File: src/hdl/hla_pkg.sv
`timescale 1ns / 1ps
package hla_pkg;

  localparam int DEF_ANGLE_STEPS   = 256;
  localparam int DEF_DISTANCE_BINS = 256;
  localparam int DEF_COUNT_BITS    = 16;

  // Width of the rho bin taken from the scaled distance.
  localparam int BIN_W  = 14;
  // Width of the Q1.14 cosine and sine values.
  localparam int TRIG_W = 16;

  localparam logic [63:0] PI_Q30  = 64'hC90F_DAA2;
  localparam logic [63:0] ONE_Q30 = 64'd1 << 30;

  localparam logic [15:0]        THRESHOLD_RST = 16'd10;
  localparam logic signed [15:0] ORIGIN_RST    = -16'sd20480;
  localparam logic [15:0]        SCALE_RST     = 16'd3277;

  typedef enum logic [1:0] {
    OP_VOTE  = 2'd0,
    OP_READ  = 2'd1,
    OP_CLEAR = 2'd2
  } hla_op_e;

  typedef enum logic [1:0] {
    REG_THRESHOLD = 2'd0,
    REG_ORIGIN    = 2'd1,
    REG_SCALE     = 2'd2
  } hla_reg_e;

  typedef enum logic [2:0] {
    ST_CLEAR,
    ST_IDLE,
    ST_VOTE,
    ST_DRAIN,
    ST_READ_ADDR,
    ST_READ_DATA
  } hla_state_e;

  typedef struct packed {
    logic [1:0]        opcode;
    logic signed [15:0] point_x;
    logic signed [15:0] point_y;
    logic [7:0]        angle_index;
    logic [7:0]        distance_index;
  } hla_cmd_t;

  typedef struct packed {
    logic [15:0] cell_count;
    logic        is_peak;
  } hla_result_t;

  typedef struct packed {
    logic [15:0]        vote_threshold;
    logic signed [15:0] rho_origin;
    logic [15:0]        rho_bin_scale;
  } hla_cfg_t;

  typedef struct packed {
    logic busy;
    logic hit;
  } hla_rho_stat_t;

endpackage

File: src/hdl/hla_rho_unit.sv
`timescale 1ns / 1ps
module hla_rho_unit import hla_pkg::*; #(
  parameter int DISTANCE_BINS = DEF_DISTANCE_BINS,
  parameter int ADDR_W        = $clog2(DEF_ANGLE_STEPS * DEF_DISTANCE_BINS)
) (
  input  logic                     clk_i,
  input  logic                     rst_ni,
  input  logic                     issue_i,
  input  logic [ADDR_W-1:0]        row_i,
  input  logic signed [15:0]       point_x_i,
  input  logic signed [15:0]       point_y_i,
  input  logic signed [TRIG_W-1:0] cos_i,
  input  logic signed [TRIG_W-1:0] sin_i,
  input  hla_cfg_t                 cfg_i,
  output hla_rho_stat_t            stat_o,
  output logic [ADDR_W-1:0]        addr_o
);

  logic              v0_q, v1_q, v2_q, v3_q;
  logic [ADDR_W-1:0] row0_q, row1_q, row2_q, row3_q;
  logic signed [31:0] px_cos_q, py_sin_q;
  logic              neg2_q, neg3_q;
  logic [30:0]       dist2_q;
  logic [BIN_W-1:0]  bin3_q;

  logic signed [31:0] px_cos_d, py_sin_d;
  logic signed [33:0] rho, base, diff;
  logic [46:0]        scaled;

  // Stage one lines up with the registered table read.
  assign px_cos_d = point_x_i * cos_i;
  assign py_sin_d = point_y_i * sin_i;

  // Stage two: offset of rho from the origin, both in Q.25.
  assign rho  = 34'(px_cos_q) + 34'(py_sin_q);
  assign base = 34'(cfg_i.rho_origin) <<< 14;
  assign diff = rho - base;

  // Stage three: a non-negative offset stays below 2^31.
  assign scaled = 47'(dist2_q) * 47'(cfg_i.rho_bin_scale);

  always_ff @(posedge clk_i or negedge rst_ni) begin
    if (!rst_ni) begin
      v0_q <= 1'b0;
      v1_q <= 1'b0;
      v2_q <= 1'b0;
      v3_q <= 1'b0;
    end else begin
      v0_q <= issue_i;
      v1_q <= v0_q;
      v2_q <= v1_q;
      v3_q <= v2_q;
    end
  end

  always_ff @(posedge clk_i) begin
    row0_q   <= row_i;
    row1_q   <= row0_q;
    px_cos_q <= px_cos_d;
    py_sin_q <= py_sin_d;
    row2_q   <= row1_q;
    neg2_q   <= diff[33];
    dist2_q  <= diff[30:0];
    row3_q   <= row2_q;
    neg3_q   <= neg2_q;
    bin3_q   <= scaled[46:33];
  end

  assign stat_o.busy = v0_q | v1_q | v2_q | v3_q;
  assign stat_o.hit  = v3_q && !neg3_q && (bin3_q < BIN_W'(DISTANCE_BINS));
  assign addr_o      = row3_q + ADDR_W'(bin3_q);

endmodule

File: config.mk
export PLATFORM = sky130hd
export DESIGN_NAME = hla_rho_unit
export DESIGN_NICKNAME = d
export VERILOG_FILES = /design/src/hdl/hla_pkg.sv /design/src/hdl/hla_rho_unit.sv
export SDC_FILE = /design/constraint.sdc
export NUM_CORES = 2
export LEC_CHECK = 0
export ABC_AREA = 1
export BUFFER_PORTS_ARGS = -buffer_cell sky130_fd_sc_hd__clkbuf_2
export CAP_MARGIN = 20
export CORE_MARGIN = 4
export CORE_UTILIZATION = 60
export DETAILED_ROUTE_END_ITERATION = 12
export MAX_ROUTING_LAYER = met4
export PLACE_DENSITY = 0.77
export SYNTH_ARGS = -nofsm -noshare
export SYNTH_HDL_FRONTEND = slang
export SYNTH_SLANG_ARGS = --single-unit
File: constraint.sdc
create_clock -name clk_i -period 7.2 [get_ports clk_i]
set_clock_uncertainty 0.2 [all_clocks]
set_input_delay 1.44 -clock clk_i [delete_from_list [all_inputs] [get_ports clk_i]]
set_output_delay 1.44 -clock clk_i [all_outputs]
set_load 0.1 [all_outputs]
==> reports/qor.txt <==
Status = finished, final reports clean
Starting Density = 0.606
Sink Count = 179
CP startpoint kind = input pin
DRT Pass-1 Iters = 6
Critical path arrival = 6.85 ns
Row count = 99
Mapped Cells = 5715
Setup bufs post-CTS = 0
R2R Path Start = dist2_q[25]
Setup crit start = point_x_i[15]
#FFs+latches synth = 179
Slew Viols, Final = 0
Post-synthesis cell type count = 48
Post-Synth Adder-Cell Area = 0.522
CTS tree = done
Worst Hold Class = register to register
H-tree lvl count = 4
# DRC = 0
CP cell instances = clkbuf_2, buf_4, nand2_1, inv_1, fa_1, fa_1, fa_1, inv_1, fa_1, fa_1, inv_1, fa_1, ha_1, nand2_1, nor2_1, inv_1, nor2_1, nand3_1, o211ai_1, xor2_1
CTS clk-pin slew, worst paths = 0.07 ns
CP max-delay cell = fa_1
Transition time of the tightest slew-check pin = 1.03 ns
Final setup fails = 0
Dpl hpwl = 93300 um
Simple-gate portion of the synthesized area = 0.165
Clk_lat worst skew = 0.45 ns
Mapped Area = 44400 sq um
Post-DR wirelength/cell = 16.2 um
CP dominant cell by count = fa_1
Seq/Total Area, Yosys = 0.0812
DIE HEIGHT = 280 um
Gpl congestion = 0.963
Number of synthesized flops with an enable pin = 0
P&R area growth vs syn = 5.89%
Share of the synthesized area in the top cell type = 0.427
Via count = 35000
Die extent in x = 280 um
Syn_area_per_cell = 7.77 sq um
DIE AREA = 78400 sq um
Commonest non-fill, non-tap cell in the layout = inv_1
Peak Freq = 149 MHz
Remaining Overflow, GRT = 0
Yosys Warn Count = 0
Nets = 7168
Initial DRC count = 1868
Antenna violations before repair = 1
Final WL = 109000 um
First-pass GRT wire length = 186000 um
Most frequent cells in the layout = 1735 x inv_1, 1419 x nand2_1, 946 x fa_1
Largest family of logic cells by synthesized area = adder cells
Max cap viols = 0
Tmin final = 6.69 ns
Kind of critical path = input pin to register
Share of layout cells above drive strength 1 = 0.0559
Mux share of post-synthesis cell area = 0
Slew HR = 0.313
TNS Setup = 0 ns
Most area-consuming cells after synthesis = fa_1 43%, inv_1 15%, nand2_1 12%
Unrepaired setup endpoints after global routing = no
CTS Buf Count = 17
Post-synthesis xor/xnor area fraction = 0.0213
Post-DRT Antenna Nets = 0
DR vias/cell = 5.20
Post-cts sizing count = 0
Max incr delay on CP = 0.74 ns
Worst hold start = row2_q[3]
Synth async-reset ratio = 0.0223
Top FF cell, synth = dfxtp_1
Root Buffer = clkbuf_16
Largest net degree at the start of global routing = 32
Gr usage total = 0.301
Leading area contributor after synthesis = fa_1
CTS Buffer Depth = 2
Worst Path Buf+Inv = 6
Vias in the first global route = 38000
Family with the most delay on the worst path = adder cells
I/O Pins = 149
Crit share post-route = 0.929
Multi-input logic area = 33400 sq um
# hold bufs at CTS = 0
Element type at the critical path end = register
CP max FO = 11
Diodes inserted = 0
CP required = 7.36 ns
Syn_nets = 7132
FF+latch area = 3600 sq um
Port Buf Inserts = 132
Final Hold Vio Count = 0
Compound-Gate Fraction of Synth Area = 0.0440
Fillers = 6262
CORE AREA = 73200 sq um
## kinds of logic after synthesis
group	Yosys count
flops	179
buf+inv	1964
xor+xnor	108
compound gates	340
simple gates	1838
fa+ha+maj	1286
## synthesized netlist by cell type (2+ instances only)
master    instances
inv_1          1735
nand2_1        1419
fa_1            946
ha_1            340
clkbuf_1        215
nor2_1          201
dfxtp_1         175
a21oi_1         156
nand3_1          99
o21ai_0          86
xor2_1           77
nand4_1          38
xnor2_1          31
nor3_1           27
a21o_1           21
o21bai_1         21
or2_2            14
o21ai_1          13
a21boi_0         12
inv_2            10
a31oi_1           8
nor2_2            8
nor4_1            7
nor3_2            6
nand2_2           5
o211ai_1          5
or2_1             5
dfrtp_1           4
o21ai_2           4
buf_1             3
o31ai_1           3
a21oi_2           2
nand3b_1          2
o21a_1            2
o21bai_2          2
## area by class of cell
| type | count | area share |
|---|---|---|
| Multi-Input combinational cell | 3572 | 0.711 |
| Inverter | 1746 | 0.139 |
| Sequential cell | 179 | 0.0767 |
| Clock inverter | 13 | 0.00303 |
| Timing Repair Buffer | 235 | 0.0350 |
| Clock buffer | 19 | 0.00942 |
| Tap cell | 959 | 0.0255 |
## through the flow
step	instances	utilization	hold WS (ns)	area (sq um)	setup slack, ns
2_1_floorplan	5715	-	0.110	44400	0.484
4_1_cts	6723	0.642	0.128	47000	0.574
3_5_place_dp	6691	0.634	0.112	46400	0.0984
5_1_grt	6723	0.642	0.133	47000	0.231
3_3_place_gp	6691	0.634	0.110	46400	0.165
6_report	6723	0.642	0.127	47000	0.509
## layer usage
| layer | part of all wire | vias to the layer above | track usage |
|---|---|---|---|
| met5 | 0 | - | - |
| met4 | 0.029 | 0 | 0.0810 |
| met3 | 0.058 | 261 | 0.0332 |
| met2 | 0.51 | 1164 | 0.523 |
| met1 | 0.40 | 17300 | 0.379 |
| li1 | - | 16300 | - |
## worst reg2reg max path, stage by stage, from the launching register on
cell     delay (ns)
dfxtp_1        0.86
nand2_1        0.18
fa_1           0.53
fa_1           0.56
fa_1           0.53
inv_1          0.06
fa_1           0.49
fa_1           0.53
inv_1          0.05
fa_1           0.48
inv_1          0.04
ha_1           0.31
a21oi_1        0.22
o21ai_0        0.22
a21oi_1        0.29
o21ai_0        0.14
nand2_1        0.13
nand3_1        0.08
nand2_1        0.07
nand2_1        0.07
## flip-flops by register name, summed over array words and instances (netlist names)
signal	flops
dist2_q	31
px_cos_q	32
v0_q	1
row0_q	16
row1_q	16
v3_q	1
py_sin_q	32
row3_q	16
v2_q	1
row2_q	16
v1_q	1
neg3_q	1
neg2_q	1
bin3_q	14
## final timing paths
path | slack, ns | cells after the start | endpoint
max in group asynchronous | 6.09 | 1 | v2_q
worst min-delay path | 0.13 | 0 | row3_q[3]
worst max register to register | 1.03 | 19 | bin3_q[11]
min in group asynchronous | 0.59 | 1 | v1_q
worst max-delay path | 0.51 | 20 | px_cos_q[26]
worst min register to register | 0.13 | 0 | row3_q[3]
Power is not shown: default switching activity piles up to over one toggle a cycle in this logic, so the estimate is an artifact.
